`config.mk`:
```
export PLATFORM = sky130hd
export DESIGN_NAME = ring_vertex_normal_unit_flat
export DESIGN_NICKNAME = d
export VERILOG_FILES = /design/src/sv/rvn_pkg.sv /design/src/sv/rvn_in_if.sv /design/src/sv/rvn_out_if.sv /design/src/sv/ring_vertex_normal_unit.sv /design/src/sv/rvn_mul.sv /design/src/sv/rvn_sqdiv.sv /design/src/flat_wrapper.sv
export SDC_FILE = /design/constraint.sdc
export NUM_CORES = 2
export LEC_CHECK = 0
export BUFFER_PORTS_ARGS = -buffer_cell sky130_fd_sc_hd__buf_2
export CAP_MARGIN = 25
export CORE_MARGIN = 2
export CORE_UTILIZATION = 65
export DETAILED_ROUTE_END_ITERATION = 16
export PLACE_DENSITY = 0.82
export SLEW_MARGIN = 20
export SYNTH_ARGS = -nofsm -noshare
export SYNTH_HDL_FRONTEND = slang
export SYNTH_SLANG_ARGS = --single-unit
```
`constraint.sdc`:
```
create_clock -name clk_i -period 17.9 [get_ports clk_i]
set_input_delay 2.685 -clock clk_i [delete_from_list [all_inputs] [get_ports clk_i]]
set_output_delay 2.685 -clock clk_i [all_outputs]
set_load 0.005 [all_outputs]
```
`src/sv/rvn_pkg.sv`:
```
// ----------------------------------------------------------------------------
// rvn_pkg: shared types and constants of the ring vertex normal unit
// Widths of the normalisation datapath, the codes of the shared
// square root / divide unit and the control structs that drive it.
// ----------------------------------------------------------------------------
package rvn_pkg;

  // the largest normalised magnitude lies in [2^29, 2^30)
  localparam int NORM_TOP   = 30;
  // one signed multiplier operand covers an edge or a normalised magnitude
  localparam int MUL_W      = 31;
  localparam int PROD_W     = 2 * MUL_W;
  // sum of three squares of normalised magnitudes
  localparam int SQ_W       = 62;
  localparam int ROOT_W     = SQ_W / 2;
  // divide: ((a << 15) + mag) / (2 * mag)
  localparam int FRAC_SHIFT = 15;
  localparam int NUM_W      = 46;
  localparam int DEN_W      = ROOT_W + 1;
  localparam int QUO_W      = 16;
  // partial remainder of the shared unit
  localparam int REM_W      = 34;

  // Q1.14 output
  localparam int OUT_W = 16;
  localparam logic signed [OUT_W-1:0] Q_ONE = 16'sd16384;

  typedef enum logic {
    SD_SQRT,
    SD_DIV
  } sd_op_e;

  typedef struct packed {
    logic   start;
    sd_op_e op;
  } sd_ctrl_t;

  typedef struct packed {
    logic busy;
    logic done;
  } sd_stat_t;

endpackage

```
`src/sv/rvn_in_if.sv`:
```
// ----------------------------------------------------------------------------
// rvn_in_if: neighbour request channel
// One ring neighbour per request, with the centre vertex and a last marker.
// ----------------------------------------------------------------------------
interface rvn_in_if #(
  parameter int COORD_BITS = 16
);
  logic                         valid;
  logic                         ready;
  logic signed [COORD_BITS-1:0] center_x;
  logic signed [COORD_BITS-1:0] center_y;
  logic signed [COORD_BITS-1:0] center_z;
  logic signed [COORD_BITS-1:0] neighbor_x;
  logic signed [COORD_BITS-1:0] neighbor_y;
  logic signed [COORD_BITS-1:0] neighbor_z;
  logic                         last_neighbor;

  modport source (
    output valid, center_x, center_y, center_z,
    output neighbor_x, neighbor_y, neighbor_z, last_neighbor,
    input  ready
  );

  modport sink (
    input  valid, center_x, center_y, center_z,
    input  neighbor_x, neighbor_y, neighbor_z, last_neighbor,
    output ready
  );
endinterface

```
`src/sv/rvn_out_if.sv`:
```
// ----------------------------------------------------------------------------
// rvn_out_if: normal result channel
// One unit normal in Q1.14 per ring, with a degenerate flag.
// ----------------------------------------------------------------------------
interface rvn_out_if;
  logic                               valid;
  logic                               ready;
  logic signed [rvn_pkg::OUT_W-1:0]   normal_x;
  logic signed [rvn_pkg::OUT_W-1:0]   normal_y;
  logic signed [rvn_pkg::OUT_W-1:0]   normal_z;
  logic                               degenerate;

  modport source (
    output valid, normal_x, normal_y, normal_z, degenerate,
    input  ready
  );

  modport sink (
    input  valid, normal_x, normal_y, normal_z, degenerate,
    output ready
  );
endinterface

```
`src/sv/ring_vertex_normal_unit.sv`:
```
// ----------------------------------------------------------------------------
// ring_vertex_normal_unit: vertex normal from a ring of neighbours
// Sums the cross products of consecutive edges around a vertex and scales
// the sum to a Q1.14 unit normal.
// ----------------------------------------------------------------------------
// Usage:
//   in_i carries one ring neighbour per request, in ring order, with the
//   centre vertex (taken from the first request of a ring only) and a last
//   marker. out_o carries one normal per ring, on the request marked last.
//   All arithmetic runs through one registered multiplier and one iterative
//   square root / divide unit, so in_i.ready is high only while idle.
//   Each neighbour: the first of a ring and any beyond MAX_RING are only
//   accepted; every other neighbour is accepted, then runs six multiplies
//   through the shared multiplier and a drain step.
//   For the last request: its own cross term if any, the closing cross
//   term, magnitude, range shift (one bit of shift per step, at most 29
//   bits), three squares, square root (two bits a step) and three divides,
//   then the output register, which a zero sum reaches straight from magnitude.
//   The result sits in an output register; a stalled receiver holds it, and
//   the next ring may be taken meanwhile, but its result waits until the
//   previous one has been taken.
//   Reset clears the sequencer and ends any ring in progress; no reset sweep.
// ----------------------------------------------------------------------------
module ring_vertex_normal_unit #(
  parameter int COORD_BITS = 16,
  parameter int MAX_RING   = 6
) (
  input  logic       clk_i,
  input  logic       rst_ni,
  rvn_in_if.sink     in_i,
  rvn_out_if.source  out_o
);

  localparam int EdgeW = COORD_BITS + 1;
  localparam int SumW  = 2 * EdgeW + 2 + $clog2(MAX_RING);
  localparam int AbsW  = (SumW > rvn_pkg::MUL_W) ? SumW : rvn_pkg::MUL_W;
  localparam int CntW  = $clog2(MAX_RING + 1);

  localparam logic [2:0] CrossLast  = 3'd6;
  localparam logic [2:0] SquareLast = 3'd3;

  // sequencer states
  localparam logic [2:0] S_IDLE   = 3'd0;
  localparam logic [2:0] S_CROSS  = 3'd1;
  localparam logic [2:0] S_ABS    = 3'd2;
  localparam logic [2:0] S_SHIFT  = 3'd3;
  localparam logic [2:0] S_SQUARE = 3'd4;
  localparam logic [2:0] S_SQRT   = 3'd5;
  localparam logic [2:0] S_DIV    = 3'd6;
  localparam logic [2:0] S_EMIT   = 3'd7;

  logic [2:0] state_q, state_d;

  // ring state
  logic                         started_q, started_d;
  logic [CntW-1:0]              count_q, count_d;
  logic                         last_q, last_d;
  logic                         close_q, close_d;
  logic [2:0]                   step_q, step_d;
  logic [1:0]                   comp_q, comp_d;
  logic                         run_q, run_d;

  logic signed [COORD_BITS-1:0] center_q [3];
  logic signed [COORD_BITS-1:0] center_d [3];
  logic signed [EdgeW-1:0]      first_q  [3];
  logic signed [EdgeW-1:0]      first_d  [3];
  logic signed [EdgeW-1:0]      prev_q   [3];
  logic signed [EdgeW-1:0]      prev_d   [3];
  logic signed [EdgeW-1:0]      cur_q    [3];
  logic signed [EdgeW-1:0]      cur_d    [3];
  logic signed [SumW-1:0]       sum_q    [3];
  logic signed [SumW-1:0]       sum_d    [3];
  logic [AbsW-1:0]              abs_q    [3];
  logic [AbsW-1:0]              abs_d    [3];
  logic [rvn_pkg::SQ_W-1:0]     sq_q, sq_d;
  logic [rvn_pkg::ROOT_W-1:0]   mag_q, mag_d;
  logic [rvn_pkg::QUO_W-1:0]    quo_q    [3];
  logic [rvn_pkg::QUO_W-1:0]    quo_d    [3];
  logic                         deg_q, deg_d;

  // multiplier tags, registered at the issue in step with the product
  logic                         mv_q, mv_d;
  logic [1:0]                   mcomp_q, mcomp_d;
  logic                         mneg_q, mneg_d;
  logic                         msq_q, msq_d;

  // output register
  logic                              out_vld_q, out_vld_d;
  logic signed [rvn_pkg::OUT_W-1:0]  onx_q, ony_q, onz_q;
  logic                              odeg_q;
  logic                              out_load;

  // request payload as arrays
  logic signed [COORD_BITS-1:0] c_in  [3];
  logic signed [COORD_BITS-1:0] nb_in [3];
  logic signed [EdgeW-1:0]      edge_in [3];

  // shared units
  logic                                mul_en;
  logic signed [rvn_pkg::MUL_W-1:0]    mul_a, mul_b;
  logic signed [rvn_pkg::PROD_W-1:0]   prod;
  logic signed [SumW-1:0]              prod_t;
  logic signed [SumW-1:0]              addend;
  rvn_pkg::sd_ctrl_t                   sd_ctrl;
  rvn_pkg::sd_stat_t                   sd_stat;
  logic [rvn_pkg::SQ_W-1:0]            sd_num;
  logic [rvn_pkg::DEN_W-1:0]           sd_den;
  logic [rvn_pkg::ROOT_W-1:0]          sd_res;

  // cross term selection
  logic [1:0]                   ia, ib, xcomp;
  logic                         xneg;
  logic signed [EdgeW-1:0]      opb [3];

  // magnitude and divide helpers
  logic signed [SumW-1:0]       neg_sum [3];
  logic [SumW-1:0]              mag_abs [3];
  logic                         sum_zero;
  logic                         any_hi, any_lo;
  logic [AbsW-1:0]              abs_sel;
  logic [rvn_pkg::NUM_W-1:0]    div_num;
  logic [rvn_pkg::QUO_W-1:0]    quo_pos, quo_neg;

  assign c_in[0]  = in_i.center_x;
  assign c_in[1]  = in_i.center_y;
  assign c_in[2]  = in_i.center_z;
  assign nb_in[0] = in_i.neighbor_x;
  assign nb_in[1] = in_i.neighbor_y;
  assign nb_in[2] = in_i.neighbor_z;

  // edge of the incoming neighbour; a new ring uses the incoming centre
  always_comb begin
    for (int i = 0; i < 3; i++) begin
      edge_in[i] = EdgeW'(nb_in[i]) - EdgeW'(started_q ? center_q[i] : c_in[i]);
      opb[i]     = close_q ? first_q[i] : cur_q[i];
      neg_sum[i] = -sum_q[i];
      mag_abs[i] = sum_q[i][SumW-1] ? neg_sum[i] : sum_q[i];
    end
  end

  // multiply schedule of one cross product, prev x other
  always_comb begin
    case (step_q)
      3'd0:    begin ia = 2'd1; ib = 2'd2; xcomp = 2'd0; xneg = 1'b0; end
      3'd1:    begin ia = 2'd2; ib = 2'd1; xcomp = 2'd0; xneg = 1'b1; end
      3'd2:    begin ia = 2'd2; ib = 2'd0; xcomp = 2'd1; xneg = 1'b0; end
      3'd3:    begin ia = 2'd0; ib = 2'd2; xcomp = 2'd1; xneg = 1'b1; end
      3'd4:    begin ia = 2'd0; ib = 2'd1; xcomp = 2'd2; xneg = 1'b0; end
      3'd5:    begin ia = 2'd1; ib = 2'd0; xcomp = 2'd2; xneg = 1'b1; end
      default: begin ia = 2'd0; ib = 2'd0; xcomp = 2'd0; xneg = 1'b0; end
    endcase
  end

  // accumulator addend from the registered product
  assign prod_t = SumW'(prod);
  assign addend = mneg_q ? -prod_t : prod_t;

  // range checks of the normalisation window
  always_comb begin
    sum_zero = 1'b1;
    any_hi   = 1'b0;
    any_lo   = 1'b0;
    for (int i = 0; i < 3; i++) begin
      if (sum_q[i] != '0) sum_zero = 1'b0;
      if (|abs_q[i][AbsW-1:rvn_pkg::NORM_TOP]) any_hi = 1'b1;
      if (|abs_q[i][AbsW-1:rvn_pkg::NORM_TOP-1]) any_lo = 1'b1;
    end
  end

  // divide operands: (a << 15) + mag over 2 * mag
  assign abs_sel = abs_q[comp_q];
  assign div_num = rvn_pkg::NUM_W'({abs_sel[rvn_pkg::NORM_TOP-1:0],
                                    rvn_pkg::FRAC_SHIFT'(0)})
                 + rvn_pkg::NUM_W'(mag_q);
  assign sd_num  = (state_q == S_DIV) ? rvn_pkg::SQ_W'(div_num) : sq_q;
  assign sd_den  = {mag_q, 1'b0};
  assign quo_pos = sd_res[rvn_pkg::QUO_W-1:0];
  assign quo_neg = -quo_pos;

  assign out_load = (state_q == S_EMIT) && (!out_vld_q || out_o.ready);

  // sequencer and next state of the datapath
  always_comb begin
    state_d   = state_q;
    started_d = started_q;
    count_d   = count_q;
    last_d    = last_q;
    close_d   = close_q;
    step_d    = step_q;
    comp_d    = comp_q;
    run_d     = run_q;
    sq_d      = sq_q;
    mag_d     = mag_q;
    deg_d     = deg_q;
    for (int i = 0; i < 3; i++) begin
      center_d[i] = center_q[i];
      first_d[i]  = first_q[i];
      prev_d[i]   = prev_q[i];
      cur_d[i]    = cur_q[i];
      sum_d[i]    = sum_q[i];
      abs_d[i]    = abs_q[i];
      quo_d[i]    = quo_q[i];
    end
    mv_d    = 1'b0;
    mcomp_d = mcomp_q;
    mneg_d  = mneg_q;
    msq_d   = msq_q;
    mul_en  = 1'b0;
    mul_a   = '0;
    mul_b   = '0;
    sd_ctrl.start = 1'b0;
    sd_ctrl.op    = rvn_pkg::SD_SQRT;
    out_vld_d = (out_vld_q && !out_o.ready) || out_load;

    // accumulate the product issued last cycle
    if (mv_q) begin
      if (msq_q) begin
        sq_d = sq_q + rvn_pkg::SQ_W'($unsigned(prod));
      end else begin
        for (int i = 0; i < 3; i++) begin
          if (mcomp_q == 2'(i)) sum_d[i] = sum_q[i] + addend;
        end
      end
    end

    unique case (state_q)
      S_IDLE: begin
        if (in_i.valid) begin
          last_d = in_i.last_neighbor;
          step_d = '0;
          for (int i = 0; i < 3; i++) cur_d[i] = edge_in[i];
          if (!started_q) begin
            // first neighbour opens the ring
            for (int i = 0; i < 3; i++) begin
              center_d[i] = c_in[i];
              first_d[i]  = edge_in[i];
              prev_d[i]   = edge_in[i];
              sum_d[i]    = '0;
            end
            started_d = 1'b1;
            count_d   = CntW'(1);
          end
          if (started_q && (count_q < CntW'(MAX_RING))) begin
            close_d = 1'b0;
            state_d = S_CROSS;
          end else if (in_i.last_neighbor) begin
            close_d = 1'b1;
            state_d = S_CROSS;
          end
        end
      end

      S_CROSS: begin
        if (step_q != CrossLast) begin
          mul_en  = 1'b1;
          mul_a   = rvn_pkg::MUL_W'(prev_q[ia]);
          mul_b   = rvn_pkg::MUL_W'(opb[ib]);
          mv_d    = 1'b1;
          mcomp_d = xcomp;
          mneg_d  = xneg;
          msq_d   = 1'b0;
          step_d  = step_q + 1'b1;
        end else if (!close_q) begin
          for (int i = 0; i < 3; i++) prev_d[i] = cur_q[i];
          count_d = count_q + 1'b1;
          step_d  = '0;
          if (last_q) begin
            close_d = 1'b1;
          end else begin
            state_d = S_IDLE;
          end
        end else begin
          // closing term done: ring ends here
          started_d = 1'b0;
          count_d   = '0;
          state_d   = S_ABS;
        end
      end

      S_ABS: begin
        for (int i = 0; i < 3; i++) abs_d[i] = AbsW'(mag_abs[i]);
        if (sum_zero) begin
          deg_d = 1'b1;
          for (int i = 0; i < 3; i++) quo_d[i] = '0;
          state_d = S_EMIT;
        end else begin
          deg_d   = 1'b0;
          state_d = S_SHIFT;
        end
      end

      S_SHIFT: begin
        // one bit a cycle, the largest magnitude into [2^29, 2^30)
        if (any_hi) begin
          for (int i = 0; i < 3; i++) abs_d[i] = abs_q[i] >> 1;
        end else if (!any_lo) begin
          for (int i = 0; i < 3; i++) abs_d[i] = abs_q[i] << 1;
        end else begin
          sq_d    = '0;
          step_d  = '0;
          state_d = S_SQUARE;
        end
      end

      S_SQUARE: begin
        if (step_q != SquareLast) begin
          mul_en = 1'b1;
          mul_a  = rvn_pkg::MUL_W'(abs_q[step_q[1:0]][rvn_pkg::NORM_TOP-1:0]);
          mul_b  = rvn_pkg::MUL_W'(abs_q[step_q[1:0]][rvn_pkg::NORM_TOP-1:0]);
          mv_d   = 1'b1;
          msq_d  = 1'b1;
          step_d = step_q + 1'b1;
        end else begin
          run_d   = 1'b0;
          state_d = S_SQRT;
        end
      end

      S_SQRT: begin
        if (!run_q) begin
          sd_ctrl.start = 1'b1;
          sd_ctrl.op    = rvn_pkg::SD_SQRT;
          run_d         = 1'b1;
        end else if (sd_stat.done) begin
          mag_d   = sd_res;
          run_d   = 1'b0;
          comp_d  = '0;
          state_d = S_DIV;
        end
      end

      S_DIV: begin
        if (!run_q) begin
          sd_ctrl.start = 1'b1;
          sd_ctrl.op    = rvn_pkg::SD_DIV;
          run_d         = 1'b1;
        end else if (sd_stat.done) begin
          for (int i = 0; i < 3; i++) begin
            if (comp_q == 2'(i)) quo_d[i] = sum_q[i][SumW-1] ? quo_neg : quo_pos;
          end
          run_d = 1'b0;
          if (comp_q == 2'd2) begin
            state_d = S_EMIT;
          end else begin
            comp_d = comp_q + 1'b1;
          end
        end
      end

      S_EMIT: begin
        if (out_load) state_d = S_IDLE;
      end

      default: state_d = S_IDLE;
    endcase
  end

  // control registers
  always_ff @(posedge clk_i or negedge rst_ni) begin
    if (!rst_ni) begin
      state_q   <= S_IDLE;
      started_q <= 1'b0;
      count_q   <= '0;
      step_q    <= '0;
      comp_q    <= '0;
      run_q     <= 1'b0;
      mv_q      <= 1'b0;
      out_vld_q <= 1'b0;
    end else begin
      state_q   <= state_d;
      started_q <= started_d;
      count_q   <= count_d;
      step_q    <= step_d;
      comp_q    <= comp_d;
      run_q     <= run_d;
      mv_q      <= mv_d;
      out_vld_q <= out_vld_d;
    end
  end

  // datapath registers
  always_ff @(posedge clk_i) begin
    last_q  <= last_d;
    close_q <= close_d;
    sq_q    <= sq_d;
    mag_q   <= mag_d;
    deg_q   <= deg_d;
    mcomp_q <= mcomp_d;
    mneg_q  <= mneg_d;
    msq_q   <= msq_d;
    for (int i = 0; i < 3; i++) begin
      center_q[i] <= center_d[i];
      first_q[i]  <= first_d[i];
      prev_q[i]   <= prev_d[i];
      cur_q[i]    <= cur_d[i];
      sum_q[i]    <= sum_d[i];
      abs_q[i]    <= abs_d[i];
      quo_q[i]    <= quo_d[i];
    end
    if (out_load) begin
      onx_q  <= quo_q[0];
      ony_q  <= quo_q[1];
      onz_q  <= quo_q[2];
      odeg_q <= deg_q;
    end
  end

  // shared units
  rvn_mul u_mul (
    .clk_i (clk_i),
    .en_i  (mul_en),
    .a_i   (mul_a),
    .b_i   (mul_b),
    .p_o   (prod)
  );

  rvn_sqdiv u_sqdiv (
    .clk_i  (clk_i),
    .rst_ni (rst_ni),
    .ctrl_i (sd_ctrl),
    .num_i  (sd_num),
    .den_i  (sd_den),
    .stat_o (sd_stat),
    .res_o  (sd_res)
  );

  // channel outputs
  assign in_i.ready       = (state_q == S_IDLE);
  assign out_o.valid      = out_vld_q;
  assign out_o.normal_x   = onx_q;
  assign out_o.normal_y   = ony_q;
  assign out_o.normal_z   = onz_q;
  assign out_o.degenerate = odeg_q;

  // the shared root / divide unit is never restarted while it runs
  a_sd_start_idle: assert property (@(posedge clk_i) disable iff (!rst_ni)
    sd_ctrl.start |-> !sd_stat.busy)
    else $error("root/divide unit restarted while busy");

  // nothing is in flight when a new request can be taken
  a_idle_quiet: assert property (@(posedge clk_i) disable iff (!rst_ni)
    in_i.ready |-> (!sd_stat.busy && !mv_q))
    else $error("request taken while arithmetic in flight");

  // an open ring holds a nonzero count of edges, at most MAX_RING
  a_ring_count: assert property (@(posedge clk_i) disable iff (!rst_ni)
    started_q |-> (count_q != '0 && count_q <= CntW'(MAX_RING)))
    else $error("ring edge count out of range");

  // a unit normal stays within Q1.14 one
  a_unit_range: assert property (@(posedge clk_i) disable iff (!rst_ni)
    (out_vld_q && !odeg_q) |->
      (onx_q <= rvn_pkg::Q_ONE && onx_q >= -rvn_pkg::Q_ONE &&
       ony_q <= rvn_pkg::Q_ONE && ony_q >= -rvn_pkg::Q_ONE &&
       onz_q <= rvn_pkg::Q_ONE && onz_q >= -rvn_pkg::Q_ONE))
    else $error("normal component beyond unit range");

  // a degenerate ring reports a zero normal
  a_degenerate_zero: assert property (@(posedge clk_i) disable iff (!rst_ni)
    (out_vld_q && odeg_q) |-> (onx_q == '0 && ony_q == '0 && onz_q == '0))
    else $error("degenerate result with nonzero normal");

endmodule

```
`src/sv/rvn_mul.sv`:
```
// ----------------------------------------------------------------------------
// rvn_mul: shared signed multiplier
// One product per cycle while en_i is high, registered, used for cross terms and squares.
// ----------------------------------------------------------------------------
module rvn_mul (
  input  logic                               clk_i,
  input  logic                               en_i,
  input  logic signed [rvn_pkg::MUL_W-1:0]   a_i,
  input  logic signed [rvn_pkg::MUL_W-1:0]   b_i,
  output logic signed [rvn_pkg::PROD_W-1:0]  p_o
);

  logic signed [rvn_pkg::PROD_W-1:0] p_q;

  // product register
  always_ff @(posedge clk_i) begin
    if (en_i) begin
      p_q <= a_i * b_i;
    end
  end

  assign p_o = p_q;

endmodule

```
`src/sv/rvn_sqdiv.sv`:
```
// ----------------------------------------------------------------------------
// rvn_sqdiv: iterative square root and divide unit
// One compare and subtract per cycle: two radicand bits per step for the
// square root, one numerator bit per step for the divide.
// ----------------------------------------------------------------------------
module rvn_sqdiv (
  input  logic                         clk_i,
  input  logic                         rst_ni,
  input  rvn_pkg::sd_ctrl_t            ctrl_i,
  input  logic [rvn_pkg::SQ_W-1:0]     num_i,
  input  logic [rvn_pkg::DEN_W-1:0]    den_i,
  output rvn_pkg::sd_stat_t            stat_o,
  output logic [rvn_pkg::ROOT_W-1:0]   res_o
);

  localparam int CntW = $clog2(rvn_pkg::ROOT_W + 1);

  logic                         busy_q;
  logic                         done_q;
  logic [CntW-1:0]              cnt_q;
  rvn_pkg::sd_op_e              op_q;
  logic [rvn_pkg::REM_W-1:0]    rem_q;
  logic [rvn_pkg::SQ_W-1:0]     src_q;
  logic [rvn_pkg::ROOT_W-1:0]   res_q;
  logic [rvn_pkg::DEN_W-1:0]    den_q;

  logic [rvn_pkg::REM_W-1:0]    cand;
  logic [rvn_pkg::REM_W-1:0]    trial;
  logic [rvn_pkg::REM_W-1:0]    diff;
  logic                         ge;

  // one step: shift in the next bits and try the subtraction
  always_comb begin
    case (op_q)
      rvn_pkg::SD_SQRT: begin
        cand  = {rem_q[rvn_pkg::REM_W-3:0], src_q[rvn_pkg::SQ_W-1 -: 2]};
        trial = rvn_pkg::REM_W'({res_q, 2'b01});
      end
      default: begin
        cand  = {rem_q[rvn_pkg::REM_W-2:0], src_q[rvn_pkg::SQ_W-1]};
        trial = rvn_pkg::REM_W'(den_q);
      end
    endcase
    ge   = (cand >= trial);
    diff = cand - trial;
  end

  // control
  always_ff @(posedge clk_i or negedge rst_ni) begin
    if (!rst_ni) begin
      busy_q <= 1'b0;
      done_q <= 1'b0;
      cnt_q  <= '0;
      op_q   <= rvn_pkg::SD_SQRT;
    end else begin
      done_q <= 1'b0;
      if (ctrl_i.start) begin
        busy_q <= 1'b1;
        op_q   <= ctrl_i.op;
        cnt_q  <= (ctrl_i.op == rvn_pkg::SD_SQRT) ? CntW'(rvn_pkg::ROOT_W)
                                                 : CntW'(rvn_pkg::QUO_W);
      end else if (busy_q) begin
        cnt_q <= cnt_q - 1'b1;
        if (cnt_q == CntW'(1)) begin
          busy_q <= 1'b0;
          done_q <= 1'b1;
        end
      end
    end
  end

  // datapath
  always_ff @(posedge clk_i) begin
    if (ctrl_i.start) begin
      res_q <= '0;
      den_q <= den_i;
      if (ctrl_i.op == rvn_pkg::SD_SQRT) begin
        rem_q <= '0;
        src_q <= num_i;
      end else begin
        // high part is already below the divisor
        rem_q <= rvn_pkg::REM_W'(num_i[rvn_pkg::NUM_W-1:rvn_pkg::QUO_W]);
        src_q <= {num_i[rvn_pkg::QUO_W-1:0], (rvn_pkg::SQ_W - rvn_pkg::QUO_W)'(0)};
      end
    end else if (busy_q) begin
      rem_q <= ge ? diff : cand;
      res_q <= {res_q[rvn_pkg::ROOT_W-2:0], ge};
      src_q <= (op_q == rvn_pkg::SD_SQRT) ? (src_q << 2) : (src_q << 1);
    end
  end

  assign stat_o.busy = busy_q;
  assign stat_o.done = done_q;
  assign res_o       = res_q;

endmodule
```
`src/flat_wrapper.sv`:
```
// flat-port wrapper written by rule: the top's interface ports become plain ports
module ring_vertex_normal_unit_flat 
#(
  parameter int COORD_BITS = 16,
  parameter int MAX_RING   = 6
)
  (clk_i, rst_ni, in_i_valid, in_i_center_x, in_i_center_y, in_i_center_z, in_i_neighbor_x, in_i_neighbor_y, in_i_neighbor_z, in_i_last_neighbor, in_i_ready, out_o_valid, out_o_normal_x, out_o_normal_y, out_o_normal_z, out_o_degenerate, out_o_ready);
  rvn_in_if #(.COORD_BITS(COORD_BITS)) in_i_i ();
  rvn_out_if out_o_i ();
  input  logic clk_i;
  input  logic rst_ni;
  input wire logic [$bits(in_i_i.valid)-1:0] in_i_valid;
  input wire logic [$bits(in_i_i.center_x)-1:0] in_i_center_x;
  input wire logic [$bits(in_i_i.center_y)-1:0] in_i_center_y;
  input wire logic [$bits(in_i_i.center_z)-1:0] in_i_center_z;
  input wire logic [$bits(in_i_i.neighbor_x)-1:0] in_i_neighbor_x;
  input wire logic [$bits(in_i_i.neighbor_y)-1:0] in_i_neighbor_y;
  input wire logic [$bits(in_i_i.neighbor_z)-1:0] in_i_neighbor_z;
  input wire logic [$bits(in_i_i.last_neighbor)-1:0] in_i_last_neighbor;
  output wire logic [$bits(in_i_i.ready)-1:0] in_i_ready;
  output wire logic [$bits(out_o_i.valid)-1:0] out_o_valid;
  output wire logic [$bits(out_o_i.normal_x)-1:0] out_o_normal_x;
  output wire logic [$bits(out_o_i.normal_y)-1:0] out_o_normal_y;
  output wire logic [$bits(out_o_i.normal_z)-1:0] out_o_normal_z;
  output wire logic [$bits(out_o_i.degenerate)-1:0] out_o_degenerate;
  input wire logic [$bits(out_o_i.ready)-1:0] out_o_ready;
  assign in_i_i.valid = in_i_valid;
  assign in_i_i.center_x = in_i_center_x;
  assign in_i_i.center_y = in_i_center_y;
  assign in_i_i.center_z = in_i_center_z;
  assign in_i_i.neighbor_x = in_i_neighbor_x;
  assign in_i_i.neighbor_y = in_i_neighbor_y;
  assign in_i_i.neighbor_z = in_i_neighbor_z;
  assign in_i_i.last_neighbor = in_i_last_neighbor;
  assign in_i_ready = in_i_i.ready;
  assign out_o_valid = out_o_i.valid;
  assign out_o_normal_x = out_o_i.normal_x;
  assign out_o_normal_y = out_o_i.normal_y;
  assign out_o_normal_z = out_o_i.normal_z;
  assign out_o_degenerate = out_o_i.degenerate;
  assign out_o_i.ready = out_o_ready;
  ring_vertex_normal_unit #(.COORD_BITS(COORD_BITS), .MAX_RING(MAX_RING)) u_core (.clk_i(clk_i), .rst_ni(rst_ni), .in_i(in_i_i), .out_o(out_o_i));
endmodule
```
# After elaboration in Yosys (flattened, before gate mapping)
# Memories as Yosys holds them, arrays and structs flattened.
# Index checks and enable logic that the tools add are counted.
word_totals:
  out_inout_bits: 51
  mem_count: 7
  register_bits: 391
  mem_bits_rw: 483
  word_cells: 298
  inputBits: 101
memory_table:
  columns: ["memory", "depth", "width", "read_ports", "rd_clocked_by_memory_dff", "write_ports", "line_no", "rtl"]
  rows:
  - ["u_core.abs_q", 3, 39, 5, 0, 3, "ring_vertex_normal_unit.sv:73", "logic [AbsW-1:0] abs_q [3];"]
  - ["u_core.sum_q", 3, 39, 3, 0, 3, "ring_vertex_normal_unit.sv:71", "logic signed [SumW-1:0] sum_q [3];"]
  - ["u_core.cur_q", 3, 17, 3, 0, 3, "ring_vertex_normal_unit.sv:69", "logic signed [EdgeW-1:0] cur_q [3];"]
  - ["u_core.first_q", 3, 17, 3, 0, 3, "ring_vertex_normal_unit.sv:65", "logic signed [EdgeW-1:0] first_q [3];"]
  - ["u_core.prev_q", 3, 17, 1, 0, 3, "ring_vertex_normal_unit.sv:67", "logic signed [EdgeW-1:0] prev_q [3];"]
  - ["u_core.center_q", 3, 16, 3, 0, 3, "ring_vertex_normal_unit.sv:63", "logic signed [COORD_BITS-1:0] center_q [3];"]
  - ["1 more memories", null, null, null, null, null, null, null]
op_classes:
  n_mul: 1
  eq_ne: 43
  n_mux: 150
  n_reduce_logical: 46
  bitwise: 1
  order_cmp: 3
  n_addsub: 18
op_table:
  columns: ["cell", "count"]
  rows:
  - ["$mux 117", 7]
  - ["$mux 62", 10]
  - ["$mux 51", 9]
  - ["$mux 48", 6]
  - ["$mux 39", 7]
  - ["$pmux 117 s2", 1]
  - ["$neg 39->39", 4]
  - ["$mux 17", 8]
  - ["$mux 33", 4]
  - ["$pmux 31 s2", 2]
  - ["$add 39x39->39", 3]
  - ["$reduce_bool 39->1", 3]
  - ["$pmux 51 s2", 1]
  - ["$mux 16", 6]
  - ["$pmux 48 s2", 1]
  - ["$mux 3", 26]
  - ["$add 62x62->62", 1]
  - ["$mul 31x31->62", 1]
  - ["$mux 31", 2]
  - ["$mux 30", 2]
  - ["$sub 16x17->17", 3]
  - ["$add 45x31->46", 1]
  - ["$bmux 17 s2", 1]
  - ["$ge 34x33->1", 1]
  - ["45 further kinds", 152]

# Logic depth before layout (Yosys ltp)
logic_depth:
  ltp_word: 10
  ltp_mapped: 41
  depth_no_buf: 36

# Modules after synthesis
# Synthesis repeated with hierarchy kept, for this count alone.
hier_totals:
  hier_cells: 9693
  area_unflattened_um2: 90068.9
by_module_without_submodules:
  columns: ["module", "n_inst", "seq_area_each_um2", "cells_each", "area_per_inst_um2"]
  rows:
  - ["ring_vertex_normal_unit", 1, 17561.8, 4917, 43656.9]
  - ["rvn_mul", 1, 1861.8, 3818, 36384.9]
  - ["rvn_sqdiv", 1, 4634.4, 958, 10027.1]

# Least setup slack after synthesis
# Ideal clock, no wire load.
synth_timing:
  path_kind: "reg-to-reg"
  startpoint: "reg u_core.step_q[0]"
  endpoint: "reg u_core.u_mul.p_q (netlist bit u_core.u_mul.p_o[61]), data pin"
  stages_incl_launch_ff: 36
  required_time_ns: 17.639
  setup_time_ns: 0.261
  period_less_slack_ns: 11.309
  t_arrival_ns: 11.048
  n_path_buf: 5
  setup_slack_ns: 6.591
  path_cell_list: "dfrtp_1 > clkbuf_1 > buf_1 > inv_1 > ha_1 > mux2i_1 > clkbuf_1 > mux4_2 > a22oi_1 > o21a_1 > clkbuf_1 > buf_1 > nor2_1 > fa_1 > inv_1 > fa_1 > fa_1 > fa_1 > inv_1 > fa_1 > fa_1 > fa_1 > inv_1 > fa_1 > inv_1 > ha_1 > inv_1 > or3_1 > o32ai_1 > a311o_1 > o211ai_1 > a211o_1 > a2111oi_0 > o21ai_0 > o21ai_0 > xnor2_1"
synth_between:
  elab_chain_cells: 10
  word_cells_on_any_way: 26
  cone_classes: "1 x mul; 7 x eq/ne; 10 x mux; 1 x bitwise; 5 x reduce/logical; 2 x memory"
synth_lines:
  columns: ["element", "line_no", "rtl"]
  rows:
  - ["start, declared", "ring_vertex_normal_unit.sv:59", "logic [2:0] step_q, step_d;"]
  - ["start signal, assigned", "ring_vertex_normal_unit.sv:373", "step_q <= step_d;"]
  - ["$eq 3x3->1 (tied with other cells)", "ring_vertex_normal_unit.sv:143", "case (step_q)"]
  - ["$reduce_or 2->1 (no source line)", null, null]
  - ["$pmux 2 s2", "ring_vertex_normal_unit.sv:143", null]
  - ["$not 2->3 (not written as such)", "ring_vertex_normal_unit.sv:257", "mul_b = rvn_pkg::MUL_W'(opb[ib]);"]
  - ["$bmux 17 s2", "ring_vertex_normal_unit.sv:257", null]
  - ["$mux 17 (not written as such) (2 in series)", "ring_vertex_normal_unit.sv:257", null]
  - ["$mux 31", "ring_vertex_normal_unit.sv:254", "if (step_q != CrossLast) begin"]
  - ["$pmux 31 s2", "ring_vertex_normal_unit.sv:226", "unique case (state_q)"]
  - ["$mul 31x31->62 (*)", "rvn_mul.sv:18", "p_q <= a_i * b_i;"]
  - ["end signal, assigned", "rvn_mul.sv:18", null]
  - ["end, declared", "rvn_mul.sv:13", "logic signed [rvn_pkg::PROD_W-1:0] p_q;"]
# Every way passes the cells marked *; elsewhere a longest branch is shown, timed or not. The select of a mux whose other input is x is not followed.
# A chain may end at the register's enable or synchronous reset.

# Worst setup path in the final report
layout_timing:
  startpoint: "reg u_core.step_q[1]"
  endpoint: "reg u_core.u_mul.p_q (netlist bit u_core.u_mul.p_o[61]), data pin"
# The elaborated chain is that of the path after synthesis.

==> flow_summary.ini <==
[cells_and_area]
syn_to_final_growth_pct = 6.60
layout-drive-gt1-share_pct = 6.47
num-fill-cells = 10198
design_area_mm2 = 0.0945
antenna_cells = 0
nets = 11159

[setup_path]
start_kind = register
cp_common_cell = fa_1
crit_slowest_cell = clkinv_1
endpoint_kind = register
rr_startpoint = u_core.step_q[1]
worstSetupStartpoint = u_core.step_q[1]
critical_path_required_ns = 18.39
critical_path.max_fanout = 45
cpPeakStageDelay_ns = 0.74
rr_worst_depth = 35
reg2reg_slack_ns = 4.99
cp-endpoint = u_core.u_mul.p_o[61]
crit_type = reg2reg
reg2reg_to = u_core.u_mul.p_o[61]
arrival_ns = 13.40

[floorplan]
io_pins = 152
die_w_um = 373
rows = 135
floorplan.initialDensity_pct = 65.4
design.core.area_mm2 = 0.135
dieArea_mm2 = 0.139
die_h_um = 373

[logic_synthesis]
yosys_most_used_dff = edfxtp_1
synth.avg_cell_area_um2 = 9.19
async_flop_share_pct = 2.63
yosysMostFrequentCell = nand2_1
syn-num-nets = 11243
yosysWarnings = 0
synth_top_area_cell = fa_1
ys_types = 88
yosys-top-cells-count = nand2_1 (1421), inv_1 (1229), fa_1 (1027)
synthCells = 9645
synth_seq_cells = 874
ys_top_cells_by_area = fa_1 (23%), edfxtp_1 (22%), ha_1 (6.6%)
yosysSeqAreaShare_pct = 27.1
syn-cell-area_mm2 = 0.0886
yosysTopAreaCellShare_pct = 23.2
synth_edf_count = 641

[timing]
tns_ns = 0
tightest_slew_ns = 1.21
rsz0062_at_grt = no
setup_viol = 0
finalCriticalPeriod_ns = 12.91
hold_violations = 0
min_period_over_period_pct = 72.1
max_slew_margin_pct = 18.5
slew_viol_final = 0
skew_ns = 0.102
fmax_mhz = 77.5

[place]
gp_congestion = 1.02
numPortBuffers = 151
dpl_cell_area_mm2 = 0.0910
dp_hpwl_um = 204000

[clock_network]
clkTransAtPathRegs_ns = 0.06
cts_buffers = 96
max-clock-path-buffers = 3
hold_buffers = 0
cts-root-buf = clkbuf_16
clk-insertion-delay-late_ns = 0.76
cts_tree = built
clock-sinks = 874
ctsResizeCount = 0
cts_setup_buffers = 0
ctsHtreeMaxLevel = 3

[routing]
routed_via_density = 6.37
ant_nets = 0
route.vias.total = 72732
dr.pass1.iters = 8
dr.first_iter.drc_count = 8233
routedWlPerCell_um = 23.5
drt_wl_total_um = 268000
drc = 0

[global_route]
grt_overflow = 0
track_usage_pct = 38.5
grt_pass1_vias = 73148
grt_pass1_wl_um = 417000
antenna_found_initial = 2
grt_max_degree = 104

[pwr]
p_sw_mw = 0.986
switching_share_pct = 22.3
p_per_area_mw_per_mm2 = 46.8
p_leak_nw = 42.9
clockPowerShare_pct = 47.8
comb_power_share_pct = 3.1
p_int_mw = 3.43
share_seq_of_total_power_pct = 49.1
ir_worst_vdd_v = 0.0000710

[hold_path]
holdCritStartpoint = u_core.quo_q[0][39]
hold_class = reg2reg

[outcome]
status = complete, no violations

[run]
max_cap_viol_count = 0
logic make-up after synthesis:
logic type	synth area share, %
AND/OR/NAND/NOR	14.7
AO/OA/AOI/OAI	12.7
buffers and inverters	7.24
adder cells (fa/ha/maj)	29.8
flip-flops	27.1
XOR/XNOR	4.36
multiplexers	4.04
power groups by stage:
| stage | Clock (mW) | Combinational, mW | Sequential (mW) |
|---|---|---|---|
| 6_report | 2.11 | 0.139 | 2.17 |
| 5_1_grt | 2.19 | 0.152 | 2.17 |
| 4_1_cts | 2.12 | 0.136 | 2.17 |
| 3_5_place_dp | 0 | 0.133 | 2.21 |
| 3_3_place_gp | 0 | 0.126 | 2.21 |
| 2_1_floorplan | 0 | 0.0882 | 2.21 |
cell usage in the layout (no fill, tap or decap), types with 71 or more instances in the layout:
master / count
nand2_1: 1417
inv_1: 1226
fa_1: 1027
nor2_1: 852
edfxtp_1: 641
ha_1: 470
a21oi_1: 450
o21ai_0: 421
xnor2_1: 289
mux2i_1: 244
dfxtp_1: 207
a21o_1: 168
xor2_1: 152
buf_2: 151
a31oi_1: 143
buf_4: 136
nand3_1: 127
nor3_1: 115
clkbuf_16: 96
o21a_1: 89
a211oi_1: 76
nand2b_1: 73
o31ai_1: 73
or3_1: 71
flip-flops by register name, indices dropped and copies added (netlist names), 31 cells and up:
name / flops
u_core.abs_q: 117
u_core.u_sqdiv.src_q: 62
u_core.first_q: 51
u_core.quo_q: 48
u_core.u_sqdiv.rem_q: 33
u_core.mag_q: 31
u_core.cur_q: 51
u_core.sum_q: 117
u_core.center_q: 48
u_core.sq_q: 62
u_core.u_sqdiv.res_o: 31
u_core.u_sqdiv.den_q: 31
u_core.u_mul.p_o: 62
u_core.prev_q: 51
final cells by class:
type	instances	area [µm²]	area share, %
clock inverters	66	837	0.886
inverters	1232	4630	4.90
clock buffers	112	2480	2.63
flip-flops and latches	874	24000	25.5
well taps	1781	2230	2.36
multi-input cells	7064	58400	61.8
repair buffers	293	1880	1.99
worst min-delay path by stage:
| stage | to | depth (start not counted) |
|---|---|---|
| final | u_core.out_o.normal_z[7] | 0 |
| after global routing | u_core.out_o.normal_x[3] | 0 |
| after CTS | u_core.out_o.normal_z[7] | 0 |
| after detailed placement | u_core.out_o.normal_y[0] | 0 |
| after global placement | u_core.out_o.normal_y[1] | 0 |
| after floorplan | u_core.out_o.degenerate | 0 |
critical path: cells and delay by family (launching register included):
kind | cells | cell delay (ns)
xor gates and xnor gates | 1 | 0.10
and+or+nand+nor | 5 | 1.54
DFF | 1 | 0.50
adders and majority gates | 10 | 4.89
buffers and inverters | 9 | 2.55
AOI/OAI and AO/OA | 8 | 2.34
muxes | 2 | 0.72
stage by stage:
step | std cells | total power, mW | util, % | worst slack, ns | hold WS [ns]
floorplan | 9645 | 2.30 | - | 6.59 | 0.400
global placement | 11236 | 2.34 | 67.2 | 4.47 | 0.402
detailed placement | 11238 | 2.35 | 67.2 | 4.42 | 0.405
CTS | 11416 | 4.42 | 69.7 | 4.42 | 0.418
global route | 11422 | 4.51 | 69.7 | 4.59 | 0.420
finish | 11422 | 4.42 | 69.7 | 4.99 | 0.420
routing by layer:
| layer | vias up | track usage (%) | part of all wire (%) |
|---|---|---|---|
| li1 | 32047 | - | - |
| met3 | 919 | 8.75 | 11 |
| met2 | 4288 | 60.3 | 45 |
| met1 | 35476 | 50.0 | 38 |
| met4 | 2 | 21.1 | 6.7 |
| met5 | - | 0 | 0.0049 |
Note: power is estimated with default switching activity, not from simulation.
